<file path="src/rtl/mrbm_pkg.sv">
`timescale 1ns / 1ps

package mrbm_pkg;

    // Defaults for the top-level parameters
    localparam int MAX_COLS_DEF = 64;
    localparam int MAX_ROWS_DEF = 256;

    // Fixed field widths
    localparam int CFG_W  = 7;
    localparam int AREA_W = 15;

    localparam logic [CFG_W-1:0]  NUM_COLUMNS_RST = 7'd64;
    localparam logic [AREA_W-1:0] AREA_CAP        = 15'h7FFF;

    typedef enum logic [2:0] {
        ST_CLEAR,
        ST_IDLE,
        ST_CELL,
        ST_SCAN_RD,
        ST_SCAN_CMP,
        ST_SCAN_POP,
        ST_OUT
    } state_t;

    // Controller to datapath
    typedef struct packed {
        logic clr_step;    // zero one height entry
        logic cell_take;   // latch the item, read its column height
        logic cell_upd;    // write back the new column height
        logic scan_start;  // close the row, set up the histogram scan
        logic scan_rd;     // read the height of the current slot
        logic push;        // push top of stack, current slot becomes top
        logic pop_start;   // read the entry below the top
        logic pop_load;    // entry below becomes top, form the area
        logic out_load;    // load the result register, clear best area
    } cmd_t;

    // Datapath to controller
    typedef struct packed {
        logic clr_done;    // last entry of the clearing sweep
        logic row_close;   // the current cell closes its row
        logic last;        // the current cell ends the matrix
        logic less;        // current slot height below top of stack
        logic final_slot;  // current slot is the right-hand sentinel
        logic out_free;    // result register can take a new result
    } sts_t;

endpackage

</file>
<file path="src/rtl/maximal_rectangle_binary_matrix.sv">
`timescale 1ns / 1ps

// Largest all-ones rectangle of a binary matrix streamed in row-major order.
// Input channel (s_*): one cell per item; s_tdata bit 0 is the cell, s_tlast
// marks the last cell of the matrix. Output channel (m_*): one item per
// matrix, the area in m_tdata[14:0], given after the last cell.
// cfg_wen/cfg_wdata write the column count (0 acts as 1, large values clamp
// to MAX_COLS); write it only between items.
// Each cell reads and then writes back its column height; no new cell is
// taken until that and any scan it starts are done. A cell that closes a
// row starts a histogram scan over its n columns (n+1 slots with the right
// sentinel): each pop reads the entry below the top and forms an area. After
// the last cell the result is loaded into the output register, then a
// clearing sweep zeroes all MAX_COLS height entries before the next cell.
// Reset: the same clearing sweep runs before s_tready first rises.
// Stall: the result waits in the output register while the next matrix is
// taken; only a second result held back by a stalled receiver waits.
module maximal_rectangle_binary_matrix
#(
    parameter int MAX_COLS = mrbm_pkg::MAX_COLS_DEF,
    parameter int MAX_ROWS = mrbm_pkg::MAX_ROWS_DEF
)
(
    input  logic                       clk,
    input  logic                       rst_n,
    input  logic                       cfg_wen,
    input  logic [mrbm_pkg::CFG_W-1:0] cfg_wdata,    // num_columns
    input  logic                       s_tvalid,
    output logic                       s_tready,
    input  logic [7:0]                 s_tdata,      // [0] cell_bit, [7:1] zero
    input  logic                       s_tlast,      // matrix_end
    output logic                       m_tvalid,
    input  logic                       m_tready,
    output logic [15:0]                m_tdata       // [14:0] max_area, [15] zero
);

    mrbm_pkg::cmd_t              cmd;
    mrbm_pkg::sts_t              sts;
    logic [mrbm_pkg::AREA_W-1:0] area;

    // Sequencer: clearing sweep, cell update, histogram scan, result hand-off
    mrbm_ctrl u_ctrl
    (
        .clk      (clk),
        .rst_n    (rst_n),
        .s_tvalid (s_tvalid),
        .s_tready (s_tready),
        .sts      (sts),
        .cmd      (cmd)
    );

    // Height memory, scan stack, area multiplier and result register
    mrbm_dpath
    #(
        .MAX_COLS (MAX_COLS),
        .MAX_ROWS (MAX_ROWS)
    )
    u_dpath
    (
        .clk       (clk),
        .rst_n     (rst_n),
        .cfg_wen   (cfg_wen),
        .cfg_wdata (cfg_wdata),
        .in_bit    (s_tdata[0]),
        .in_last   (s_tlast),
        .m_tready  (m_tready),
        .out_vld   (m_tvalid),
        .out_area  (area),
        .cmd       (cmd),
        .sts       (sts)
    );

    // Pad the area to a whole byte count
    assign m_tdata = {1'b0, area};

endmodule

</file>
<file path="src/rtl/mrbm_ctrl.sv">
`timescale 1ns / 1ps

module mrbm_ctrl
(
    input  logic              clk,
    input  logic              rst_n,
    input  logic              s_tvalid,
    output logic              s_tready,
    input  mrbm_pkg::sts_t    sts,
    output mrbm_pkg::cmd_t    cmd
);

    mrbm_pkg::state_t state_reg;
    mrbm_pkg::state_t state_next;

    always_ff @(posedge clk or negedge rst_n)
    begin
        if (!rst_n)
        begin
            state_reg <= mrbm_pkg::ST_CLEAR;
        end
        else
        begin
            state_reg <= state_next;
        end
    end

    // Next state
    always_comb
    begin
        state_next = state_reg;
        unique case (state_reg)
            mrbm_pkg::ST_CLEAR:
            begin
                if (sts.clr_done)
                begin
                    state_next = mrbm_pkg::ST_IDLE;
                end
            end
            mrbm_pkg::ST_IDLE:
            begin
                if (s_tvalid)
                begin
                    state_next = mrbm_pkg::ST_CELL;
                end
            end
            mrbm_pkg::ST_CELL:
            begin
                state_next = sts.row_close ? mrbm_pkg::ST_SCAN_RD : mrbm_pkg::ST_IDLE;
            end
            mrbm_pkg::ST_SCAN_RD:
            begin
                state_next = mrbm_pkg::ST_SCAN_CMP;
            end
            mrbm_pkg::ST_SCAN_CMP:
            begin
                if (sts.less)
                begin
                    state_next = mrbm_pkg::ST_SCAN_POP;
                end
                else if (sts.final_slot)
                begin
                    state_next = sts.last ? mrbm_pkg::ST_OUT : mrbm_pkg::ST_IDLE;
                end
                else
                begin
                    state_next = mrbm_pkg::ST_SCAN_RD;
                end
            end
            mrbm_pkg::ST_SCAN_POP:
            begin
                state_next = mrbm_pkg::ST_SCAN_CMP;
            end
            mrbm_pkg::ST_OUT:
            begin
                if (sts.out_free)
                begin
                    state_next = mrbm_pkg::ST_CLEAR;
                end
            end
            default:
            begin
                state_next = mrbm_pkg::ST_CLEAR;
            end
        endcase
    end

    // Outputs
    always_comb
    begin
        cmd      = '0;
        s_tready = 1'b0;
        unique case (state_reg)
            mrbm_pkg::ST_CLEAR:
            begin
                cmd.clr_step = 1'b1;
            end
            mrbm_pkg::ST_IDLE:
            begin
                s_tready      = 1'b1;
                cmd.cell_take = s_tvalid;
            end
            mrbm_pkg::ST_CELL:
            begin
                cmd.cell_upd   = 1'b1;
                cmd.scan_start = sts.row_close;
            end
            mrbm_pkg::ST_SCAN_RD:
            begin
                cmd.scan_rd = 1'b1;
            end
            mrbm_pkg::ST_SCAN_CMP:
            begin
                cmd.pop_start = sts.less;
                cmd.push      = !sts.less && !sts.final_slot;
            end
            mrbm_pkg::ST_SCAN_POP:
            begin
                cmd.pop_load = 1'b1;
            end
            mrbm_pkg::ST_OUT:
            begin
                cmd.out_load = sts.out_free;
            end
            default:
            begin
                cmd = '0;
            end
        endcase
    end

endmodule

</file>
<file path="src/rtl/mrbm_dpath.sv">
`timescale 1ns / 1ps

module mrbm_dpath
#(
    parameter int MAX_COLS = mrbm_pkg::MAX_COLS_DEF,
    parameter int MAX_ROWS = mrbm_pkg::MAX_ROWS_DEF
)
(
    input  logic                        clk,
    input  logic                        rst_n,
    input  logic                        cfg_wen,
    input  logic [mrbm_pkg::CFG_W-1:0]  cfg_wdata,
    input  logic                        in_bit,
    input  logic                        in_last,
    input  logic                        m_tready,
    output logic                        out_vld,
    output logic [mrbm_pkg::AREA_W-1:0] out_area,
    input  mrbm_pkg::cmd_t              cmd,
    output mrbm_pkg::sts_t              sts
);

    localparam int ADDR_W = (MAX_COLS > 1) ? $clog2(MAX_COLS) : 1;
    localparam int SLOT_W = $clog2(MAX_COLS + 2);
    localparam int HW     = $clog2(MAX_ROWS + 1);
    localparam int CMP_W  = (SLOT_W > mrbm_pkg::CFG_W) ? SLOT_W : mrbm_pkg::CFG_W;
    localparam int PROD_W = HW + SLOT_W;
    localparam int CAP_W  = (PROD_W > mrbm_pkg::AREA_W) ? PROD_W : mrbm_pkg::AREA_W;

    typedef struct packed {
        logic [SLOT_W-1:0] idx;
        logic [HW-1:0]     h;
    } stk_ent_t;

    // Column heights and scan stack
    logic [HW-1:0] hmem [MAX_COLS];
    stk_ent_t      smem [MAX_COLS];

    logic [HW-1:0]               h_rdata_reg;
    stk_ent_t                    s_rdata_reg;
    logic [mrbm_pkg::CFG_W-1:0]  cols_reg;
    logic [ADDR_W-1:0]           pos_reg;
    logic [ADDR_W-1:0]           clr_cnt_reg;
    logic                        bit_reg;
    logic                        last_reg;
    logic [SLOT_W-1:0]           n_reg;
    logic [SLOT_W-1:0]           i_reg;
    logic [SLOT_W-1:0]           sp_reg;
    stk_ent_t                    top_reg;
    logic [HW-1:0]               peak_h_reg;
    logic [PROD_W-1:0]           prod_reg;
    logic                        prod_vld_reg;
    logic [mrbm_pkg::AREA_W-1:0] best_reg;
    logic                        out_vld_reg;
    logic [mrbm_pkg::AREA_W-1:0] out_area_reg;

    logic                        h_we;
    logic [ADDR_W-1:0]           h_waddr;
    logic [HW-1:0]               h_wdata;
    logic                        h_re;
    logic [ADDR_W-1:0]           h_raddr;
    logic [HW-1:0]               new_h;
    logic [SLOT_W-1:0]           pos_plus1;
    logic [CMP_W-1:0]            eff_cols;
    logic                        in_row;
    logic [HW-1:0]               h_cur;
    logic [SLOT_W-1:0]           span;
    logic [CAP_W-1:0]            prod_ext;
    logic [mrbm_pkg::AREA_W-1:0] area_sat;

    // Height update: clear on a zero, count up to the cap on a one
    assign new_h = !bit_reg ? '0 :
                   (h_rdata_reg < HW'(MAX_ROWS)) ? h_rdata_reg + HW'(1) : h_rdata_reg;

    assign pos_plus1 = SLOT_W'(pos_reg) + SLOT_W'(1);

    always_comb
    begin
        if (cols_reg == '0)
        begin
            eff_cols = CMP_W'(1);
        end
        else if (CMP_W'(cols_reg) > CMP_W'(MAX_COLS))
        begin
            eff_cols = CMP_W'(MAX_COLS);
        end
        else
        begin
            eff_cols = CMP_W'(cols_reg);
        end
    end

    assign in_row   = (i_reg <= n_reg);
    assign h_cur    = in_row ? h_rdata_reg : '0;
    assign span     = i_reg - s_rdata_reg.idx - SLOT_W'(1);
    assign prod_ext = CAP_W'(prod_reg);
    assign area_sat = (prod_ext > CAP_W'(mrbm_pkg::AREA_CAP)) ? mrbm_pkg::AREA_CAP
                                                             : prod_ext[mrbm_pkg::AREA_W-1:0];

    // Height memory port control
    always_comb
    begin
        h_we    = cmd.clr_step || cmd.cell_upd;
        h_waddr = cmd.clr_step ? clr_cnt_reg : pos_reg;
        h_wdata = cmd.clr_step ? '0 : new_h;
        h_re    = cmd.cell_take || (cmd.scan_rd && in_row);
        h_raddr = cmd.cell_take ? pos_reg : ADDR_W'(i_reg - SLOT_W'(1));
    end

    always_ff @(posedge clk)
    begin
        if (h_we)
        begin
            hmem[h_waddr] <= h_wdata;
        end
        if (h_re)
        begin
            h_rdata_reg <= hmem[h_raddr];
        end
    end

    always_ff @(posedge clk)
    begin
        if (cmd.push)
        begin
            smem[sp_reg[ADDR_W-1:0]] <= top_reg;
        end
        if (cmd.pop_start)
        begin
            s_rdata_reg <= smem[ADDR_W'(sp_reg - SLOT_W'(1))];
        end
    end

    // Payload registers
    always_ff @(posedge clk)
    begin
        if (cmd.scan_start)
        begin
            top_reg <= '{idx: '0, h: '0};
        end
        else if (cmd.push)
        begin
            top_reg <= '{idx: i_reg, h: h_cur};
        end
        else if (cmd.pop_load)
        begin
            top_reg <= s_rdata_reg;
        end
        if (cmd.pop_start)
        begin
            peak_h_reg <= top_reg.h;
        end
        if (cmd.pop_load)
        begin
            prod_reg <= PROD_W'(peak_h_reg) * PROD_W'(span);
        end
        if (cmd.out_load)
        begin
            out_area_reg <= best_reg;
        end
    end

    // Control registers
    always_ff @(posedge clk or negedge rst_n)
    begin
        if (!rst_n)
        begin
            cols_reg     <= mrbm_pkg::NUM_COLUMNS_RST;
            pos_reg      <= '0;
            clr_cnt_reg  <= '0;
            bit_reg      <= 1'b0;
            last_reg     <= 1'b0;
            n_reg        <= '0;
            i_reg        <= '0;
            sp_reg       <= '0;
            prod_vld_reg <= 1'b0;
            best_reg     <= '0;
            out_vld_reg  <= 1'b0;
        end
        else
        begin
            if (cfg_wen)
            begin
                cols_reg <= cfg_wdata;
            end

            if (cmd.clr_step)
            begin
                clr_cnt_reg <= sts.clr_done ? '0 : clr_cnt_reg + ADDR_W'(1);
            end

            if (cmd.cell_take)
            begin
                bit_reg  <= in_bit;
                last_reg <= in_last;
            end

            if (cmd.scan_start)
            begin
                n_reg   <= pos_plus1;
                pos_reg <= '0;
                i_reg   <= SLOT_W'(1);
                sp_reg  <= '0;
            end
            else if (cmd.cell_upd)
            begin
                pos_reg <= pos_reg + ADDR_W'(1);
            end
            else if (cmd.push)
            begin
                sp_reg <= sp_reg + SLOT_W'(1);
                i_reg  <= i_reg + SLOT_W'(1);
            end
            else if (cmd.pop_load)
            begin
                sp_reg <= sp_reg - SLOT_W'(1);
            end

            prod_vld_reg <= cmd.pop_load;

            if (cmd.out_load)
            begin
                best_reg <= '0;
            end
            else if (prod_vld_reg && (area_sat > best_reg))
            begin
                best_reg <= area_sat;
            end

            if (cmd.out_load)
            begin
                out_vld_reg <= 1'b1;
            end
            else if (m_tready)
            begin
                out_vld_reg <= 1'b0;
            end
        end
    end

    always_comb
    begin
        sts.clr_done   = (clr_cnt_reg == ADDR_W'(MAX_COLS - 1));
        sts.row_close  = (CMP_W'(pos_plus1) >= eff_cols) || last_reg;
        sts.last       = last_reg;
        sts.less       = (h_cur < top_reg.h);
        sts.final_slot = (i_reg == n_reg + SLOT_W'(1));
        sts.out_free   = !out_vld_reg || m_tready;
    end

    assign out_vld  = out_vld_reg;
    assign out_area = out_area_reg;

    // The left sentinel is never popped
    a_pop_has_below: assert property (@(posedge clk) disable iff (!rst_n)
        cmd.pop_start |-> (sp_reg != '0))
        else $error("pop with nothing below the top of stack");

    // Pushes stop at the last real column
    a_push_in_row: assert property (@(posedge clk) disable iff (!rst_n)
        cmd.push |-> (i_reg <= n_reg))
        else $error("push beyond the row");

    a_height_cap: assert property (@(posedge clk) disable iff (!rst_n)
        cmd.cell_upd |-> (new_h <= HW'(MAX_ROWS)))
        else $error("column height above cap");

    a_best_cleared: assert property (@(posedge clk) disable iff (!rst_n)
        cmd.out_load |=> (best_reg == '0))
        else $error("best area not cleared after result");

endmodule

</file>
<file path="config.mk">
export PLATFORM = sky130hd
export DESIGN_NAME = maximal_rectangle_binary_matrix
export DESIGN_NICKNAME = d
export VERILOG_FILES = /design/src/rtl/mrbm_pkg.sv /design/src/rtl/maximal_rectangle_binary_matrix.sv /design/src/rtl/mrbm_ctrl.sv /design/src/rtl/mrbm_dpath.sv
export SDC_FILE = /design/constraint.sdc
export NUM_CORES = 2
export LEC_CHECK = 0
export BUFFER_PORTS_ARGS = -buffer_cell sky130_fd_sc_hd__buf_2
export CORE_MARGIN = 10
export CORE_UTILIZATION = 50
export DETAILED_ROUTE_END_ITERATION = 10
export GPL_TIMING_DRIVEN = 0
export PLACE_DENSITY = 0.65
export SYNTH_ARGS = -nofsm -noshare
export SYNTH_HDL_FRONTEND = slang
export SYNTH_SLANG_ARGS = --single-unit
</file>
<file path="constraint.sdc">
create_clock -name clk -period 6.23 [get_ports clk]
set_clock_uncertainty 0.05 [all_clocks]
set_input_delay 0.3115 -clock clk [delete_from_list [all_inputs] [get_ports clk]]
set_output_delay 0.3115 -clock clk [all_outputs]
set_load 0.02 [all_outputs]
</file>
# ---- Word-level counts from Yosys, hierarchy flattened
# Memory sizes are Yosys's and may differ from the RTL's. A register that Yosys moved wholly into a read port is not among the register bits.
# Cells that the tools add are included.
dict set report word_totals {
  register_bits 118
  ramBits 1600
  inputBits 21
  output_inout_bits 18
  memories 2
}
dict set report op_classes {
  add_sub_neg 11
  multipliers 1
  magnitude_cmp 7
  eq_ne 12
  n_mux 45
  reduce_logical 22
}
# memory depth width rd rd_ports_with_merged_regs wr line
set memory_table {}
lappend memory_table {u_dpath.smem 64 16 1 1 1 mrbm_dpath.sv:36} ;# stk_ent_t smem [MAX_COLS];
lappend memory_table {u_dpath.hmem 64 9 1 1 1 mrbm_dpath.sv:35} ;# logic [HW-1:0] hmem [MAX_COLS];
# op count
set ops {}
lappend ops {{7-bit 2-to-1 mux} 9}
lappend ops {{15-bit 2-to-1 mux} 3}
lappend ops {{9-bit 2-to-1 mux} 4}
lappend ops {{16-bit 2-to-1 mux} 2}
lappend ops {{6-bit 2-to-1 mux} 5}
lappend ops {{7-bit by 1-bit adder with 7-bit output (second input constant)} 3}
lappend ops {{3-bit 2-to-1 mux} 6}
lappend ops {{3-bit one-hot mux with 6 select lines} 1}
lappend ops {{16-bit by 15-bit > comparator with 1-bit output (second input constant)} 1}
lappend ops {{9-bit by 7-bit multiplier with 16-bit output} 1}
lappend ops {{15-bit > comparator} 1}
lappend ops {{7-bit by 1-bit subtractor with 7-bit output (second input constant)} 2}
lappend ops {{6-bit by 1-bit adder with 6-bit output (second input constant)} 2}
lappend ops {{1-bit 2-to-1 mux} 12}
lappend ops {{2-bit nonzero test} 5}
lappend ops {{9-bit by 1-bit adder with 9-bit output (second input constant)} 1}
lappend ops {{3-bit equality test (second input constant)} 3}
lappend ops {{9-bit less-than comparator} 1}
lappend ops {{9-bit less-than comparator (second input constant)} 1}
lappend ops {{6-bit by 1-bit adder with 7-bit output (second input constant)} 1}
lappend ops {{7-bit equality test} 1}
lappend ops {{7-bit greater-or-equal comparator} 1}
lappend ops {{7-bit > comparator (second input constant)} 1}
lappend ops {{7-bit <= comparator} 1}
lappend ops {{other kinds (17)} 30}

# ---- Depth between registers and ports, before layout
dict set report depth {
  word_depth 9
  mapped_depth 25
  depth_no_buf 25
}

# ---- Hierarchy
# A second synthesis with hierarchy kept.
dict set report unflattened {
  cells_unflattened 4090
  hier_area_um2 72194.2
}
# mod instances cells_each area_each_um2 seq_area_each_um2
set by_module_without_submodules {}
lappend by_module_without_submodules {mrbm_dpath 1 4053 71887.7 51770.9}
lappend by_module_without_submodules {mrbm_ctrl 1 35 295.3 75.1}
lappend by_module_without_submodules {maximal_rectangle_binary_matrix 1 2 11.3 0.0}

# ---- Least setup slack after synthesis
# Ideal clock, no wire load.
dict set report synth_path {
  path_type {reg-to-reg}
  from {register u_dpath.i_reg[0]}
  to {register u_dpath.prod_reg[13], in the netlist u_dpath.prod_ext[13] (data pin)}
  setup_time_ns 0.259
  t_arrival_ns 5.376
  required_ns 5.921
  path_slack_ns 0.545
  path_stages_with_launch 24
  path_buffers 0
  period_less_slack_ns 5.685
  path_cell_list {dfrtp_1 > ha_1 > fa_1 > a21oi_1 > nor2_1 > nor2_1 > o21bai_1 > a21oi_1 > xnor2_1 > nand2_1 > fa_1 > fa_1 > inv_1 > fa_1 > inv_1 > fa_1 > inv_1 > ha_1 > o21a_1 > a21oi_1 > o21ai_0 > or4_1 > o311a_1 > xor2_1}
}
dict set report synth_via {
  elab_chain_len 3
}
# item line
set synth_rtl {}
lappend synth_rtl {{start: declaration} mrbm_dpath.sv:46} ;# logic [SLOT_W-1:0] i_reg;
lappend synth_rtl {{start signal: assignment} mrbm_dpath.sv:211} ;# i_reg <= i_reg + SLOT_W'(1);
lappend synth_rtl {{7-bit subtractor} mrbm_dpath.sv:94} ;# assign span = i_reg - s_rdata_reg.idx - SLOT_W'(1);
lappend synth_rtl {{7-bit by 1-bit subtractor with 7-bit output} mrbm_dpath.sv:94}
lappend synth_rtl {{9-bit by 7-bit multiplier with 16-bit output} mrbm_dpath.sv:154} ;# prod_reg <= PROD_W'(peak_h_reg) * PROD_W'(span);
lappend synth_rtl {{end signal: assignment} mrbm_dpath.sv:154}
lappend synth_rtl {{end: declaration} mrbm_dpath.sv:50} ;# logic [PROD_W-1:0] prod_reg;
# No other way between the ends.
# A chain may end at the register's enable or synchronous reset.

# ---- Worst setup path after layout
# Ends and elaborated chain as after synthesis.

==> impl_metrics.json <==
{
  "relSlewSlack_pct": 8.92,
  "antenna_found_initial": 1,
  "root_buffer": "clkbuf_16",
  "grt_overflow_total": 0,
  "stdcell_count": 6669,
  "status": "finished, final reports clean",
  "synth.ff_latch_count": 1742,
  "num_vias": 40058,
  "nNetsFinal": 4776,
  "syn_inst": 4314,
  "clk_pin_slew_ns": 0.06,
  "utilization_pct": 57.7,
  "largest_reg_flops": 1024,
  "worstSetupPathType": "flop to flop",
  "total_power_w": 0.0462,
  "first_global_vias": 38940,
  "final.period_utilization_pct": 96.9,
  "synth_edf_count": 1665,
  "grt_pass1_wl_um": 268000,
  "drv_slew": 0,
  "drc_errors": 0,
  "syn_area_per_cell_um2": 16.6,
  "use_met3_pct": 3.86,
  "synth_cell_types": 73,
  "die_h_um": 399,
  "pre_cts_slack_ns": -0.0214,
  "place_inst": 6326,
  "met2_usage_pct": 35.8,
  "finalHoldViolCount": 0,
  "worst_setup_path_start_kind": "flop",
  "cp.required_ns": 6.74,
  "ys_seq_area_share_pct": 72.3,
  "synth_async_sr_flop_share_pct": 3.50,
  "coreArea_um2": 142000,
  "io_buffers": 29,
  "max_freq_mhz": 166,
  "drv_cap": 0,
  "rows": 138,
  "cts.path.max_buffers": 3,
  "first_iter_violations": 4613,
  "worst_pin_slew_ns": 1.35,
  "postRouteAntennaNets": 0,
  "cts_tree": "yes",
  "wire_per_inst_um": 27.2,
  "place_congestion": 0.889,
  "power_density_nw_per_um2": 564,
  "cts_buffers": 175,
  "routed_wl_um": 181000,
  "period_needed_ns": 6.03,
  "ir_drop_v": 0.000668,
  "syn_area_um2": 71700,
  "setup_slack_ns": 0.196,
  "vias_per_cell": 6.01,
  "num_io_pins": 39,
  "synth_warnings": 0,
  "htreeDepth": 4,
  "drive_gt1_share_pct": 19.3,
  "met1_usage_pct": 32.5,
  "die_area_um2": 159000,
  "syn_nets": 4455,
  "synth_flop_cell": "edfxtp_1",
  "cts.sinks": 1742,
  "die_w_um": 399,
  "worstSkewPairLatency_ns": 0.82,
  "setup_viol": 0,
  "grt_max_degree": 56,
  "rsz0062_at_grt": "yes",
  "worstPathMaxFanout": 8,
  "track_usage_pct": 22.8,
  "area_growth_pct": 14.2,
  "power.leakage_nw": 27.6,
  "dr.pass1.iters": 5,
  "min_path_type": "primary input to flop",
  "grt.busiest_layer": "met2",
  "worst_setup_path_end_kind": "flop",
  "worstPathArrival_ns": 6.54,
  "start_util_pct": 50.5,
  "dp_hpwl_um": 124000
}
==> per-layer routing <==
metal / part of all wire (%) / vias up / routed length (um)
met5: 0 / - / 0
met4: 3.6 / 0 / 6480
met3: 8.4 / 328 / 15300
met2: 48 / 1874 / 86400
met1: 40 / 20548 / 73200
li1: - / 17308 / -
==> critical path, stage by stage (launching register included) <==
cell and delay [ns]:
dfrtp_2 0.49, ha_1 0.26, fa_1 0.40, a21oi_1 0.14
nor2_1 0.06, nor2_2 0.16, o21bai_1 0.11, a21oi_2 0.19
xnor2_2 0.20, nand2_1 0.13, fa_1 0.46, fa_1 0.49
inv_1 0.05, fa_1 0.47, inv_1 0.05, fa_1 0.47
inv_1 0.04, ha_1 0.32, o21a_1 0.23, a21oi_2 0.20
o21ai_2 0.11, or4_1 0.41, o311a_1 0.13, xor2_1 0.14
==> synthesized netlist by cell type (4+ instances only) <==
| library cell | instances | share of area (%) |
|---|---|---|
| edfxtp_1 | 1665 | 70 |
| nand2_1 | 694 | 3.6 |
| mux4_2 | 336 | 11 |
| nand3_1 | 237 | 1.7 |
| nor2_1 | 188 | 0.98 |
| clkbuf_1 | 106 | 0.56 |
| inv_1 | 106 | 0.56 |
| a21oi_1 | 104 | 0.73 |
| ha_1 | 85 | 1.5 |
| buf_2 | 77 | 0.54 |
| dfrtp_1 | 60 | 2.1 |
| or3_1 | 59 | 0.51 |
| and2_1 | 53 | 0.46 |
| o21ai_0 | 44 | 0.31 |
| and3_1 | 42 | 0.37 |
| a311oi_1 | 41 | 0.50 |
| a31oi_1 | 41 | 0.36 |
| fa_1 | 35 | 0.98 |
| xnor2_1 | 29 | 0.35 |
| buf_1 | 23 | 0.12 |
| o22ai_1 | 21 | 0.18 |
| nor3_1 | 19 | 0.13 |
| a211oi_1 | 17 | 0.18 |
| buf_6 | 17 | 0.27 |
| xor2_1 | 17 | 0.21 |
| dfxtp_1 | 16 | 0.45 |
| or2_2 | 15 | 0.13 |
| a21o_1 | 14 | 0.15 |
| a22oi_1 | 12 | 0.13 |
| nand3b_1 | 12 | 0.13 |
| nor2b_1 | 12 | 0.10 |
| a41oi_1 | 10 | 0.12 |
| nand2b_1 | 10 | 0.087 |
| mux2i_1 | 9 | 0.13 |
| o21a_1 | 9 | 0.094 |
| mux2_2 | 8 | 0.13 |
| nand4_1 | 8 | 0.070 |
| buf_4 | 6 | 0.063 |
| o31ai_1 | 5 | 0.052 |
| o21bai_1 | 4 | 0.042 |
| or4_1 | 4 | 0.042 |
==> final timing paths <==
kind | depth (start not counted) | endpoint | slack (ns) | start
max in group asynchronous | 4 | u_dpath.sp_reg[5] | 4.79 | rst_n
setup / recovery | 23 | u_dpath.prod_ext[13] | 0.20 | u_dpath.i_reg[0]
setup reg to reg | 23 | u_dpath.prod_ext[13] | 0.20 | u_dpath.i_reg[0]
min in group asynchronous | 4 | u_dpath.best_reg[14] | 0.60 | rst_n
hold reg to reg | 0 | u_dpath.out_area[8] | 0.40 | u_dpath.best_reg[8]
hold / removal | 4 | u_dpath.last_reg | 0.26 | s_tlast
==> final cells by class <==
type / instances / area (um^2)
antenna: 2 / 5.00
buffer: 228 / 1110
clock buffer: 219 / 4540
clock inverter: 100 / 966
fill: 10647 / 60000
inverter: 107 / 402
multi-input combinational: 2236 / 18600
sequential: 1742 / 51900
tap: 1890 / 2360
timing repair buffer: 145 / 2010
==> where the power goes <==
group	internal, W	leakage (nW)	switching (W)
Combinational	0.00766	8.84	0.0126
Clock	0.00563	2.65	0.00451
Sequential	0.0151	16.1	0.000746
==> cells by family after synthesis <==
logic type	share of synthesized area [%]
buffers and inverters	2.10
flip-flops	72.3
AND/OR/NAND/NOR	8.47
adder cells (fa/ha/maj)	2.46
AO/OA/AOI/OAI	3.19
multiplexers	10.9
XOR/XNOR	0.585
other	0.00523
==> layout by cell type, fill, tap and decap left out, types with 26 or more instances in the layout <==
cell,instances
o21ai_0,42
nor2_1,119
xnor2_1,26
clkbuf_16,175
or3_1,59
fa_1,35
a21oi_1,102
inv_1,106
nand2_1,694
dfrtp_1,59
a31oi_1,41
mux4_2,336
a311oi_1,41
nand3_1,237
clkinv_1,51
nor2_2,60
ha_1,85
buf_6,26
buf_8,39
clkbuf_1,147
buf_2,105
edfxtp_1,1665
and3_1,42
and2_1,53
==> stage by stage <==
step	hold slack, ns	setup TNS (ns)	area, um^2
after global routing	0.271	-0.0736	81900
after detailed placement	0.118	-0.0214	76100
final	0.263	0	81900
after global placement	0.387	-445.69	74200
after CTS	0.218	0	81800
after floorplan	-0.0341	0	71700
==> repair_timing <==
| item | CTS | global route |
|---|---|---|
| hold buffers | 22 | 0 |
| gates resized for setup | 1 | 11 |
| pin swaps | 0 | 2 |
| endpoints found under the hold margin | 73 | 0 |
| buffers inserted | 0 | 1 |
| setup endpoints to repair | 1 | 254 |
(Power assumes the default switching activity.)
